<file path="src/sgi_pkg.sv">
// Shared types and constants for the scan gap interpolator.
// No dependencies; imported by every module of the block.
package sgi_pkg;

  localparam int MAX_STEP_DEF   = 64;
  localparam int RANGE_BITS_DEF = 16;

  localparam int CFG_IDX_W  = 2;
  localparam int CFG_DATA_W = 8;
  localparam int STEP_CFG_W = 7;
  localparam int LEVEL_W    = 8;

  localparam logic [CFG_IDX_W-1:0] REG_STEP_FACTOR  = CFG_IDX_W'(0);
  localparam logic [CFG_IDX_W-1:0] REG_BRIGHT_LEVEL = CFG_IDX_W'(1);

  localparam logic [STEP_CFG_W-1:0] STEP_RESET  = STEP_CFG_W'(1);
  localparam logic [LEVEL_W-1:0]    LEVEL_RESET = LEVEL_W'(2);

  typedef enum logic [2:0] {
    S_IDLE,
    S_DIV,
    S_PREP,
    S_FILL,
    S_LAST
  } state_t;

  typedef struct packed {
    logic accept;
    logic div_step;
    logic prep;
    logic fill_load;
    logic last_load;
  } cmd_t;

  typedef struct packed {
    logic need_interp;
    logic fill_last;
    logic out_free;
  } sts_t;

endpackage

</file>
<file path="src/scan_gap_interpolator_top.sv">
// Top level of the scan gap interpolator.
// Instantiates sgi_ctrl and sgi_dpath; depends on sgi_pkg.

// Linear-interpolation upsampler for a range scan measured every Nth beam.
// One item is taken at a time. With no sample held (or N = 1) an item gives
// one result. Otherwise it goes through the one-bit-per-cycle restoring
// divider that forms |new - prev| / N and one setup state, then gives one
// result per cycle through the single output register (fewer when out_ready
// is low). Configuration is to be written only while the block is idle; the
// block itself does not enforce this. cfg_ready is always high.
module scan_gap_interpolator_top #(
  parameter int MAX_STEP   = sgi_pkg::MAX_STEP_DEF,
  parameter int RANGE_BITS = sgi_pkg::RANGE_BITS_DEF
) (
  input  logic                           clk,
  input  logic                           rst_n,
  input  logic                           cfg_valid,
  output logic                           cfg_ready,
  input  logic [sgi_pkg::CFG_IDX_W-1:0]  cfg_index,
  input  logic [sgi_pkg::CFG_DATA_W-1:0] cfg_data,
  input  logic                           in_valid,
  output logic                           in_ready,
  input  logic [RANGE_BITS-1:0]          in_range_mm,
  input  logic                           in_hit_target,
  input  logic [sgi_pkg::LEVEL_W-1:0]    in_return_level,
  input  logic                           in_end_of_scan,
  output logic                           out_valid,
  input  logic                           out_ready,
  output logic [RANGE_BITS-1:0]          out_range_mm,
  output logic                           out_bright,
  output logic                           out_interpolated,
  output logic                           out_last_of_run
);
  import sgi_pkg::*;

  cmd_t cmd;
  sts_t sts;

  sgi_ctrl #(
    .RANGE_BITS(RANGE_BITS)
  ) u_ctrl (
    .clk      (clk),
    .rst_n    (rst_n),
    .in_valid (in_valid),
    .in_ready (in_ready),
    .sts      (sts),
    .cmd      (cmd)
  );

  sgi_dpath #(
    .MAX_STEP   (MAX_STEP),
    .RANGE_BITS (RANGE_BITS)
  ) u_dpath (
    .clk              (clk),
    .rst_n            (rst_n),
    .cfg_valid        (cfg_valid),
    .cfg_ready        (cfg_ready),
    .cfg_index        (cfg_index),
    .cfg_data         (cfg_data),
    .in_range_mm      (in_range_mm),
    .in_hit_target    (in_hit_target),
    .in_return_level  (in_return_level),
    .in_end_of_scan   (in_end_of_scan),
    .cmd              (cmd),
    .sts              (sts),
    .out_valid        (out_valid),
    .out_ready        (out_ready),
    .out_range_mm     (out_range_mm),
    .out_bright       (out_bright),
    .out_interpolated (out_interpolated),
    .out_last_of_run  (out_last_of_run)
  );

endmodule

</file>
<file path="src/sgi_ctrl.sv">
// Controller for the scan gap interpolator: sequences accept, divide,
// fill and measured-sample output. Depends on sgi_pkg.
module sgi_ctrl #(
  parameter int RANGE_BITS = sgi_pkg::RANGE_BITS_DEF
) (
  input  logic          clk,
  input  logic          rst_n,
  input  logic          in_valid,
  output logic          in_ready,
  input  sgi_pkg::sts_t sts,
  output sgi_pkg::cmd_t cmd
);
  import sgi_pkg::*;

  localparam int CNT_W = $clog2(RANGE_BITS);

  state_t           state_r, state_nxt;
  logic [CNT_W-1:0] cnt_r, cnt_nxt;
  logic             cnt_last;

  assign cnt_last = (cnt_r == CNT_W'(RANGE_BITS - 1));

  always_comb begin
    state_nxt = state_r;
    unique case (state_r)
      S_IDLE: begin
        if (in_valid) begin
          state_nxt = sts.need_interp ? S_DIV : S_LAST;
        end
      end
      S_DIV: begin
        if (cnt_last) begin
          state_nxt = S_PREP;
        end
      end
      S_PREP: state_nxt = S_FILL;
      S_FILL: begin
        if (sts.out_free && sts.fill_last) begin
          state_nxt = S_LAST;
        end
      end
      S_LAST: begin
        if (sts.out_free) begin
          state_nxt = S_IDLE;
        end
      end
      default: state_nxt = S_IDLE;
    endcase
  end

  always_comb begin
    in_ready      = 1'b0;
    cmd           = '0;
    cnt_nxt       = cnt_r;
    unique case (state_r)
      S_IDLE: begin
        in_ready   = 1'b1;
        cmd.accept = in_valid;
        cnt_nxt    = '0;
      end
      S_DIV: begin
        cmd.div_step = 1'b1;
        cnt_nxt      = cnt_r + CNT_W'(1);
      end
      S_PREP: cmd.prep = 1'b1;
      S_FILL: cmd.fill_load = sts.out_free;
      S_LAST: cmd.last_load = sts.out_free;
      default: cmd = '0;
    endcase
  end

  always_ff @(posedge clk) begin
    if (!rst_n) begin
      state_r <= S_IDLE;
      cnt_r   <= '0;
    end else begin
      state_r <= state_nxt;
      cnt_r   <= cnt_nxt;
    end
  end

endmodule

</file>
<file path="src/sgi_dpath.sv">
// Datapath for the scan gap interpolator: config registers, held sample,
// bit-serial divider, incremental fill stepping and output register.
// Depends on sgi_pkg.
module sgi_dpath #(
  parameter int MAX_STEP   = sgi_pkg::MAX_STEP_DEF,
  parameter int RANGE_BITS = sgi_pkg::RANGE_BITS_DEF
) (
  input  logic                           clk,
  input  logic                           rst_n,
  input  logic                           cfg_valid,
  output logic                           cfg_ready,
  input  logic [sgi_pkg::CFG_IDX_W-1:0]  cfg_index,
  input  logic [sgi_pkg::CFG_DATA_W-1:0] cfg_data,
  input  logic [RANGE_BITS-1:0]          in_range_mm,
  input  logic                           in_hit_target,
  input  logic [sgi_pkg::LEVEL_W-1:0]    in_return_level,
  input  logic                           in_end_of_scan,
  input  sgi_pkg::cmd_t                  cmd,
  output sgi_pkg::sts_t                  sts,
  output logic                           out_valid,
  input  logic                           out_ready,
  output logic [RANGE_BITS-1:0]          out_range_mm,
  output logic                           out_bright,
  output logic                           out_interpolated,
  output logic                           out_last_of_run
);
  import sgi_pkg::*;

  localparam int STEP_W = $clog2(MAX_STEP + 1);
  localparam int CMP_W  = (STEP_W > STEP_CFG_W) ? STEP_W : STEP_CFG_W;
  localparam int RB     = RANGE_BITS;

  logic [STEP_CFG_W-1:0] step_r;
  logic [LEVEL_W-1:0]    level_r;

  logic [CMP_W-1:0]  step_ext;
  logic [STEP_W-1:0] n_eff;

  logic [RB-1:0] held_range_r;
  logic          held_bright_r;
  logic          have_held_r;

  logic [RB-1:0] cur_range_r;
  logic          cur_bright_r;
  logic          cur_eos_r;
  logic          neg_r;
  logic [RB-1:0] mag_r;
  logic [RB-1:0] dvd_r;
  logic [STEP_W-1:0] rem_r;
  logic [RB-1:0] q_r;
  logic [STEP_W-1:0] r_r;
  logic [STEP_W-1:0] g_r;

  logic              out_valid_r;
  logic [RB-1:0]     out_range_r;
  logic              out_bright_r;
  logic              out_interp_r;
  logic              out_last_r;

  logic              in_neg;
  logic [STEP_W:0]   rem_sh;
  logic              rem_ge;
  logic              b_nz;
  logic              r_borrow;

  assign cfg_ready = 1'b1;

  always_comb begin
    step_ext = CMP_W'(step_r);
    if (step_ext == '0) begin
      n_eff = STEP_W'(1);
    end else if (step_ext > CMP_W'(MAX_STEP)) begin
      n_eff = STEP_W'(MAX_STEP);
    end else begin
      n_eff = step_ext[STEP_W-1:0];
    end
  end

  assign in_neg   = (in_range_mm < held_range_r);
  assign rem_sh   = {rem_r, dvd_r[RB-1]};
  assign rem_ge   = (rem_sh >= {1'b0, n_eff});
  assign b_nz     = (rem_r != '0);
  assign r_borrow = (r_r < rem_r);

  assign sts.need_interp = have_held_r && (n_eff != STEP_W'(1));
  assign sts.fill_last   = (g_r == STEP_W'(1));
  assign sts.out_free    = !out_valid_r || out_ready;

  always_ff @(posedge clk) begin
    if (!rst_n) begin
      step_r  <= STEP_RESET;
      level_r <= LEVEL_RESET;
    end else if (cfg_valid) begin
      unique case (cfg_index)
        REG_STEP_FACTOR:  step_r  <= cfg_data[STEP_CFG_W-1:0];
        REG_BRIGHT_LEVEL: level_r <= cfg_data[LEVEL_W-1:0];
        default: ;
      endcase
    end
  end

  always_ff @(posedge clk) begin
    if (!rst_n) begin
      held_range_r  <= '0;
      held_bright_r <= 1'b0;
      have_held_r   <= 1'b0;
    end else if (cmd.last_load) begin
      held_range_r  <= cur_eos_r ? '0 : cur_range_r;
      held_bright_r <= cur_eos_r ? 1'b0 : cur_bright_r;
      have_held_r   <= !cur_eos_r;
    end
  end

  always_ff @(posedge clk) begin
    if (cmd.accept) begin
      cur_range_r  <= in_range_mm;
      cur_bright_r <= in_hit_target && (in_return_level >= level_r);
      cur_eos_r    <= in_end_of_scan;
      neg_r        <= in_neg;
      mag_r        <= in_neg ? (held_range_r - in_range_mm) : (in_range_mm - held_range_r);
      dvd_r        <= in_neg ? (held_range_r - in_range_mm) : (in_range_mm - held_range_r);
      rem_r        <= '0;
    end else if (cmd.div_step) begin
      rem_r <= rem_ge ? STEP_W'(rem_sh - {1'b0, n_eff}) : rem_sh[STEP_W-1:0];
      dvd_r <= {dvd_r[RB-2:0], rem_ge};
    end
  end

  // dvd_r holds a = |d| / n and rem_r holds b = |d| % n after the divide.
  // q_r, r_r track g*|d| = q_r*n + r_r, stepped down from g = n-1.
  always_ff @(posedge clk) begin
    if (cmd.prep) begin
      q_r <= b_nz ? (mag_r - dvd_r - RB'(1)) : (mag_r - dvd_r);
      r_r <= b_nz ? (n_eff - rem_r) : '0;
      g_r <= n_eff - STEP_W'(1);
    end else if (cmd.fill_load) begin
      if (r_borrow) begin
        r_r <= STEP_W'({1'b0, r_r} + {1'b0, n_eff} - {1'b0, rem_r});
        q_r <= q_r - dvd_r - RB'(1);
      end else begin
        r_r <= r_r - rem_r;
        q_r <= q_r - dvd_r;
      end
      g_r <= g_r - STEP_W'(1);
    end
  end

  always_ff @(posedge clk) begin
    if (!rst_n) begin
      out_valid_r <= 1'b0;
    end else if (cmd.fill_load || cmd.last_load) begin
      out_valid_r <= 1'b1;
    end else if (out_ready) begin
      out_valid_r <= 1'b0;
    end
  end

  always_ff @(posedge clk) begin
    if (cmd.fill_load) begin
      out_range_r  <= neg_r ? (cur_range_r + q_r) : (cur_range_r - q_r);
      out_bright_r <= held_bright_r;
      out_interp_r <= 1'b1;
      out_last_r   <= 1'b0;
    end else if (cmd.last_load) begin
      out_range_r  <= cur_range_r;
      out_bright_r <= cur_bright_r;
      out_interp_r <= 1'b0;
      out_last_r   <= 1'b1;
    end
  end

  assign out_valid        = out_valid_r;
  assign out_range_mm     = out_range_r;
  assign out_bright       = out_bright_r;
  assign out_interpolated = out_interp_r;
  assign out_last_of_run  = out_last_r;

endmodule

</file>
<file path="config.mk">
export PLATFORM = sky130hd
export DESIGN_NAME = scan_gap_interpolator_top
export DESIGN_NICKNAME = d
export VERILOG_FILES = /design/src/sgi_pkg.sv /design/src/scan_gap_interpolator_top.sv /design/src/sgi_ctrl.sv /design/src/sgi_dpath.sv
export SDC_FILE = /design/constraint.sdc
export NUM_CORES = 1
export LEC_CHECK = 0
export BUFFER_PORTS_ARGS = -buffer_cell sky130_fd_sc_hd__buf_2
export CORE_MARGIN = 5
export CORE_UTILIZATION = 35
export CTS_CLUSTER_DIAMETER = 60
export DETAILED_ROUTE_END_ITERATION = 10
export GPL_TIMING_DRIVEN = 1
export SYNTH_ARGS = -nofsm -noshare
export SYNTH_HDL_FRONTEND = slang
export SYNTH_HIERARCHICAL = 1
export SYNTH_SLANG_ARGS = --single-unit
</file>
<file path="constraint.sdc">
create_clock -name clk -period 4.3 [get_ports clk]
set_input_delay 0.43 -clock clk [delete_from_list [all_inputs] [get_ports clk]]
set_output_delay 0.43 -clock clk [all_outputs]
set_load 0.05 [all_outputs]
</file>
After elaboration in Yosys (flattened, before gate mapping)
Index checks and enable logic that the tools add are counted.
- bits in registers: 148
- input port bits: 41
- output and inout bits: 22
- logic and storage cells: 112
- add/sub/neg operators: 16
- $lt $le $gt $ge: 5
- equality and inequality tests: 12
- muxes and demuxes: 38
- reduce and logical (&&, ||, !) cells: 19
- operators with widths (operator ; count):
    2-to-1 mux 16 bit ; 11
    subtractor 16 bit ; 5
    2-to-1 mux 7 bit ; 9
    subtractor 16 x 1 -> 16 bit, second input constant ; 2
    subtractor 7 bit ; 4
    adder 16 bit ; 1
    < comparator 16 bit ; 1
    2-to-1 mux 3 bit ; 5
    one-hot mux 3 bit (5 select lines) ; 1
    subtractor 7 x 1 -> 7 bit, second input constant ; 2
    2-to-1 mux 1 bit ; 11
    nonzero test 2 bit ; 5
    >= comparator 8 x 7 -> 1 bit ; 1
    >= comparator 8 bit ; 1
    one-hot mux 4 bit (2 select lines) ; 1
    adder 7 bit ; 1
    equality test 7 x 1 -> 1 bit, second input constant ; 1
    greater-than comparator 7 bit, second input constant ; 1
    zero test 7 bit ; 1
    < comparator 7 bit ; 1
    != test 7 x 1 -> 1 bit, second input constant ; 1
    nonzero test 7 bit ; 1
    equality test 3 x 2 -> 1 bit, second input constant ; 2
    != test 2 x 1 -> 1 bit, second input constant ; 3
    other kinds (13) ; 18

Depth between registers and ports, before layout
Gate-level depths: netlist of the first run.
- depth in word-level cells: 8
- depth in mapped cells: 17
- gate-level depth less buffers: 16

Modules after synthesis
The synthesis of the first run kept the hierarchy.
- by module, submodules not included (module ; times used ; cells an instance ; area each (sq um) ; seq. area each (sq um)):
    sgi_dpath ; 1 ; 1269 ; 11666.2 ; 3803.6
    sgi_ctrl ; 1 ; 52 ; 417.9 ; 140.1

Least setup slack after synthesis of the first run
OpenSTA, ideal clock, no wires.
- path kind: reg-to-reg
- start: register u_ctrl.state_r[2]
- end: register u_dpath.dvd_r[0] (enable)
- setup time: 0.334 ns
- data arrival time: 3.722 ns
- required time: 3.966 ns
- path slack: 0.244 ns
- stages on the path, launching flop included: 7
- buffers on the path: 3
- period minus slack after synthesis: 4.056 ns
- cell sequence: dfxtp_1 buf_2 nor3_1 and2_1 clkbuf_1 clkbuf_1 or2_2
- RTL lines (element ; RTL line ; source):
    start: declaration ; sgi_ctrl.sv:17 ; state_t state_r, state_nxt;
    start signal: assignment ; sgi_ctrl.sv:77 ; state_r <= state_nxt;
    end signal: assignment ; sgi_dpath.sv:121 ; dvd_r <= in_neg ? (held_range_r - in_range_mm) : (in_range_mm - held_range_r);
    end signal: assignment ; sgi_dpath.sv:125 ; dvd_r <= {dvd_r[RB-2:0], rem_ge};
    end: declaration ; sgi_dpath.sv:48 ; logic [RB-1:0] dvd_r;

Worst setup path in the final report of the first run
- start: register u_dpath.q_r[4]
- end: register u_dpath.out_range_r[15], in the netlist u_dpath/out_range_mm[15], data pin
- cells in the longest elaborated chain, start to end: 3
- elaborated cells between the ends (all ways): 4
- those cells by class: add/sub (2); mux (2)
- ends and longest elaborated chain (element ; RTL line ; source):
    start: declaration ; sgi_dpath.sv:50 ; logic [RB-1:0] q_r;
    start signal: assignment ; sgi_dpath.sv:133 ; q_r <= b_nz ? (mag_r - dvd_r - RB'(1)) : (mag_r - dvd_r);
    start signal: assignment ; sgi_dpath.sv:139 ; q_r <= q_r - dvd_r - RB'(1);
    start signal: assignment ; sgi_dpath.sv:142 ; q_r <= q_r - dvd_r;
    subtractor 16 bit or adder 16 bit (tied branches) ; sgi_dpath.sv:160 ; out_range_r <= neg_r ? (cur_range_r + q_r) : (cur_range_r - q_r);
    2-to-1 mux 16 bit (*) ; sgi_dpath.sv:160 ;
    2-to-1 mux 16 bit (*) ; sgi_dpath.sv:159 ; if (cmd.fill_load) begin
    end signal: assignment ; sgi_dpath.sv:160 ;
    end signal: assignment ; sgi_dpath.sv:165 ; out_range_r <= cur_range_r;
    end: declaration ; sgi_dpath.sv:55 ; logic [RB-1:0] out_range_r;
Every way passes the cells marked *; elsewhere a longest branch is shown, timed or not.
A chain may end at the register's enable or synchronous reset.

==> flow_metrics.env, run 1 <==
export IMPL_routed_wl_met3_um=1010
export IMPL_yosys_area_top_type="edfxtp_1"
export IMPL_drt_iter0_drc=589
export IMPL_slew_headroom=0.433
export IMPL_met2_length_um=12900
export IMPL_worst_pin_slew_ns=0.849
export IMPL_skew_ns=0.00771
export IMPL_end_kind="register"
export IMPL_ys_top_cells_by_count="128 x inv_1, 118 x ha_1, 98 x edfxtp_1"
export IMPL_p_seq_frac=0.343
export IMPL_syn_nets=1494
export IMPL_num_vias=9488
export IMPL_ant_nets=0
export IMPL_status="complete, no violations"
export IMPL_ys_async_sr_fraction=0
export IMPL_setup_viol=0
export IMPL_clkTransAtPathRegs_ns=0.07
export IMPL_power_switching_mw=1.65
export IMPL_cts_sinks=148
export IMPL_gr_total_overflow=0
export IMPL_gp_congestion=0.929
export IMPL_rr_startpoint="u_dpath/q_r[4]"
export IMPL_rsz0062_at_grt="false"
export IMPL_hp_class="input pin to register"
export IMPL_routed_via_density=5.15
export IMPL_post_place_ws_ns=0.547
export IMPL_initial_core_util=0.352
export IMPL_io_pins=63
export IMPL_setup_tns_ns=0
export IMPL_timing_fmax_mhz=262
export IMPL_report_final_slew_viol_count=0
export IMPL_synth_edff_count=98
export IMPL_min_from="in_end_of_scan"
export IMPL_htree_levels=4
export IMPL_worst_ir_drop_vdd_mv=0.342
export IMPL_drcViolationCount=0
export IMPL_nFillCells=3444
export IMPL_tritoncts="done"
export IMPL_netlist_instances=1321
export IMPL_layout_min_cycle_time_ns=3.82
export IMPL_combPwrFrac=0.324
export IMPL_p_int_mw=3.34
export IMPL_cp_start_kind="register"
export IMPL_synth_area_um2=12100
export IMPL_rrSetupSlack_ns=0.48
export IMPL_post_cts_buffers=0
export IMPL_hold_buffers=0
export IMPL_hold_depth=1
export IMPL_grt_max_degree=39
export IMPL_critPathRequiredTime_ns=4.48
export IMPL_r2r_end="u_dpath/out_range_mm[15]"
export IMPL_m1WireLength_um=14200
export IMPL_synth_most_common_cell="inv_1"
export IMPL_layout_setup_ws_ns=0.484
export IMPL_dieWidth_um=196
export IMPL_post_synth_top_area_fraction=0.244
export IMPL_fin_crit_sh=0.888
export IMPL_swShare=0.331
export IMPL_clkLatencyLatePin_ns=0.44
export IMPL_die_h_um=196
export IMPL_grtUsageTotal=0.148
export IMPL_finalWirelength_um=28700
export IMPL_dp_hpwl_um=22400
export IMPL_place_area_um2=12900
export IMPL_cts_resized=0
export IMPL_wl_per_cell_um=15.6
export IMPL_hold_viol=0
export IMPL_critical_path_class="register to register"
export IMPL_synthFlopType="edfxtp_1"
export IMPL_crit_fanout=5
export IMPL_p_leak_nw=5.60
export IMPL_cts_root_buffer_cell="clkbuf_16"
export IMPL_drive_gt1_frac=0.122
export IMPL_avgSynthCellArea_um2=9.15
export IMPL_grt_pass1_vias=9317
export IMPL_cp_data_arrival_time_ns=4.00
export IMPL_nets=1548
export IMPL_grt_pass1_wl_um=46800
export IMPL_pwr_density_cell_nw_per_um2=369
export IMPL_rows=68
export IMPL_reg2regPathDepth=13
export IMPL_yosysWarnings=6
export IMPL_final_cell_area_um2=13500
export IMPL_top_layer="met4"
export IMPL_cts_made_buffers=17
export IMPL_die_area_um2=38300
export IMPL_antenna_cells=0
export IMPL_synth_cell_type_count=83
export IMPL_synth_seq_cells=148
export IMPL_area_growth_pct=12.1
export IMPL_io_buffers=61
export IMPL_clock_power_share=0.333
export IMPL_antenna_found_initial=0
export IMPL_drtPass1Iterations=7
export IMPL_cap_violations=0
export IMPL_coreArea_um2=34300
export IMPL_synthTopCellsByArea="edfxtp_1 24%, ha_1 12%, dfxtp_1 8.3%, xnor2_1 5.6%, inv_1 4.0%"
export IMPL_seq_area_frac_synth=0.326
export IMPL_cts_buffer_depth=2
export IMPL_min_to="u_dpath/cur_eos_r"
## area by class of cell
cell class,instances,area [µm²],area share
Sequential cell,148,3940,0.291
Multi-Input combinational cell,1003,7470,0.552
Inverter,130,488,0.0360
Clock inverter,12,160,0.0118
Clock buffer,20,500,0.0370
Timing Repair Buffer,75,410,0.0303
Tap cell,455,569,0.0420
## worst max-delay path, stage by stage, from the launching register on
cell      delay (ns)
edfxtp_1        0.47
nor4_1          0.42
nor3b_1         0.54
a21oi_1         0.15
xor2_1          0.19
ha_1            0.24
or3_1           0.37
o21ai_0         0.09
a31oi_1         0.10
a31oi_1         0.35
mux2i_1         0.29
xnor2_1         0.15
nand2_1         0.09
xnor2_1         0.14
## power by group through the flow
stage	clock [mW]	combinational [mW]	sequential, mW
final	1.66	1.62	1.71
after global routing	1.75	1.80	1.72
after CTS	1.69	1.61	1.71
after detailed placement	0	1.60	1.74
after global placement	0	1.57	1.74
after floorplan	0	1.24	1.74
## through the flow
step | hold WS [ns] | util | total power [mW] | std cells
after floorplan | 0.451 | - | 2.98 | 1321
after global placement | 0.436 | 0.376 | 3.31 | 1811
after detailed placement | 0.444 | 0.376 | 3.34 | 1811
after CTS | 0.148 | 0.395 | 5.01 | 1843
after global routing | 0.161 | 0.395 | 5.27 | 1843
final | 0.166 | 0.395 | 4.99 | 1843
## placed cells by master (no fill, tap or decap), types with 11 or more instances in the layout
cell type,count
inv_1,128
ha_1,118
edfxtp_1,98
nor2_1,92
a21oi_1,92
nand2_1,87
xnor2_1,77
buf_2,61
o21ai_0,51
dfxtp_1,50
a21o_1,43
xor2_1,39
mux2i_1,38
nor3_1,36
nor2b_1,33
mux2_2,28
nand2b_1,21
o22ai_1,21
clkbuf_16,20
and2_1,19
nand3_1,16
buf_4,14
fa_1,14
or2_2,13
a31oi_1,13
a211oi_1,11
## how the worst max path moves through the flow
| stage | end | cells after the start | from | slack (ns) |
|---|---|---|---|---|
| after floorplan | u_dpath/dvd_r[0] | 6 | u_ctrl/state_r[2] | 0.24 |
| after global placement | u_dpath/out_range_mm[15] | 13 | u_dpath/q_r[4] | 0.65 |
| after detailed placement | u_dpath/out_range_mm[15] | 13 | u_dpath/q_r[4] | 0.55 |
| after CTS | u_dpath/out_range_mm[15] | 13 | u_dpath/q_r[4] | 0.53 |
| after global routing | u_dpath/out_range_mm[15] | 13 | u_dpath/q_r[4] | 0.32 |
| final | u_dpath/out_range_mm[15] | 13 | u_dpath/q_r[4] | 0.48 |
## sequential cells by signal, indices dropped and copies added (netlist names), 8 cells and up
signal and flops:
u_dpath/dvd_r 16, u_dpath/out_range_mm 16, u_dpath/q_r 16, u_dpath/mag_r 16, u_dpath/cur_range_r 16, u_dpath/held_range_r 16, u_dpath/level_r 8
## kinds of logic after synthesis
family	share of synthesized area
XOR/XNOR	0.0841
other	0.000310
AND/OR/NAND/NOR	0.155
buffers and inverters	0.0557
flip-flops	0.326
AO/OA/AOI/OAI	0.176
multiplexers	0.0576
adder cells (fa/ha/maj)	0.145
## layer usage
layer	vias to the layer above	track usage
met4	0	0.0517
met3	39	0.0185
met2	206	0.238
met5	-	0
li1	4806	-
met1	4437	0.205
Power figures use the tool's default switching activity.
==> inputs of run 2 (changes only) <==
Settings changed: CTS_BUF_LIST set to sky130_fd_sc_hd__clkbuf_4 sky130_fd_sc_hd__clkbuf_8.
==> flow_metrics.env, run 2 (same netlist as run 1, synthesis figures left out) <==
export IMPL_tritoncts="done"
export IMPL_grt_max_degree=39
export IMPL_cp_data_arrival_time_ns=4.02
export IMPL_worst_pin_slew_ns=0.885
export IMPL_critPathRequiredTime_ns=4.52
export IMPL_drive_gt1_frac=0.122
export IMPL_antenna_found_initial=0
export IMPL_cap_violations=0
export IMPL_cpPeakStageDelay_ns=0.53
export IMPL_antenna_cells=0
export IMPL_slowest_stage="nor3b_1"
export IMPL_nets=1548
export IMPL_post_place_ws_ns=0.547
export IMPL_hp_class="input pin to register"
export IMPL_gr_total_overflow=0
export IMPL_hold_buffers=0
export IMPL_final_cells=1843
export IMPL_timing_fmax_mhz=263
export IMPL_routed_via_density=5.14
export IMPL_cts_resized=0
export IMPL_skew_ns=0.0142
export IMPL_path_buf_inv=0
export IMPL_fin_crit_sh=0.884
export IMPL_cts_made_buffers=17
export IMPL_num_vias=9469
export IMPL_grt_pass1_vias=9302
export IMPL_initial_core_util=0.352
export IMPL_setup_tns_ns=0
export IMPL_final_cell_mix="128 x inv_1, 118 x ha_1, 98 x edfxtp_1"
export IMPL_hold_viol=0
export IMPL_crit_fanout=5
export IMPL_finalWirelength_um=28500
export IMPL_dieWidth_um=196
export IMPL_grtUsageTotal=0.147
export IMPL_layout_setup_ws_ns=0.500
export IMPL_io_buffers=61
export IMPL_layout_min_cycle_time_ns=3.80
export IMPL_p_seq_frac=0.366
export IMPL_combPwrFrac=0.346
export IMPL_io_pins=63
export IMPL_clkTransAtPathRegs_ns=0.09
export IMPL_pwr_density_cell_nw_per_um2=349
export IMPL_setup_viol=0
export IMPL_clock_power_share=0.287
export IMPL_drt_iter0_drc=537
export IMPL_coreArea_um2=34300
export IMPL_status="complete, no violations"
export IMPL_gp_congestion=0.929
export IMPL_clkLatencyLatePin_ns=0.47
export IMPL_startpoint="u_dpath/q_r[4]"
export IMPL_drcViolationCount=0
export IMPL_cts_buffer_depth=2
export IMPL_slew_headroom=0.409
export IMPL_swShare=0.342
export IMPL_drtPass1Iterations=5
export IMPL_cts_root_buffer_cell="clkbuf_8"
export IMPL_area_growth_pct=10.6
export IMPL_rr_startpoint="u_dpath/q_r[4]"
export IMPL_worst_ir_drop_vdd_mv=0.329
export IMPL_die_h_um=196
export IMPL_htree_levels=4
export IMPL_ant_nets=0
export IMPL_grt_pass1_wl_um=46600
export IMPL_dp_hpwl_um=22400
export IMPL_wl_per_cell_um=15.5
export IMPL_mostFrequentLayoutCell="inv_1"
export IMPL_critical_path_class="register to register"
export IMPL_power_switching_mw=1.60
export IMPL_rsz0062_at_grt="false"
export IMPL_cp_start_kind="register"
export IMPL_report_final_slew_viol_count=0
export IMPL_end_kind="register"
export IMPL_p_int_mw=3.07
export IMPL_p_total_mw=4.66
export IMPL_dp_cells=1811
export IMPL_cts_sinks=148
export IMPL_post_cts_buffers=0
export IMPL_cp_top_family="simple AND/OR/NAND/NOR gates"
export IMPL_path_cells="nor4_1 > nor3b_1 > a21oi_1 > xor2_1 > ha_1 > or3_1 > o21ai_0 > a31oi_1 > a31oi_1 > mux2i_1 > xnor2_1 > nand2_1 > xnor2_1"
export IMPL_min_from="in_end_of_scan"
export IMPL_p_leak_nw=5.51
export IMPL_rows=68
export IMPL_die_area_um2=38300
run 2: changes by cell type in the layout (fill, tap and decap cells not counted), sizes merged:
cell / before / now
bufinv: 3 / 6
clkbuf: 20 / 17
run 2: layout make-up:
type / instances / area [µm²]
Clock buffer: 17 / 234
Multi-Input combinational cell: 1003 / 7470
Fill cell: 3472 / 20900
Clock inverter: 15 / 250
Timing Repair Buffer: 75 / 410
Inverter: 130 / 488
Sequential cell: 148 / 3940
Tap cell: 455 / 569
run 2: layer usage:
metal	GRT usage	part of all wire	vias up
met5	0	0	-
met4	0.0530	0.024	0
met3	0.0185	0.033	39
met2	0.234	0.44	173
met1	0.206	0.50	4457
li1	-	-	4800
run 2: stage by stage:
step	hold WS [ns]	util	area (µm²)
floorplan	0.451	-	12100
global placement	0.436	0.376	12900
detailed placement	0.444	0.376	12900
CTS	0.0919	0.390	13400
global route	0.106	0.390	13400
finish	0.130	0.390	13400
run 2: path summary, 6_finish.rpt:
path,end,cells past startpoint,slack (ns)
setup / recovery,u_dpath/out_range_mm[15],13,0.50
hold / removal,u_dpath/cur_eos_r,1,0.13
setup reg to reg,u_dpath/out_range_mm[15],13,0.50
hold reg to reg,u_dpath/out_last_of_run,2,0.47
run 2: power groups by stage:
stage | Clock (mW) | Sequential [mW] | Combinational, mW
final | 1.34 | 1.71 | 1.62
after global routing | 1.43 | 1.72 | 1.79
after CTS | 1.38 | 1.71 | 1.61
after detailed placement | 0 | 1.74 | 1.60
after global placement | 0 | 1.74 | 1.57
after floorplan | 0 | 1.74 | 1.24
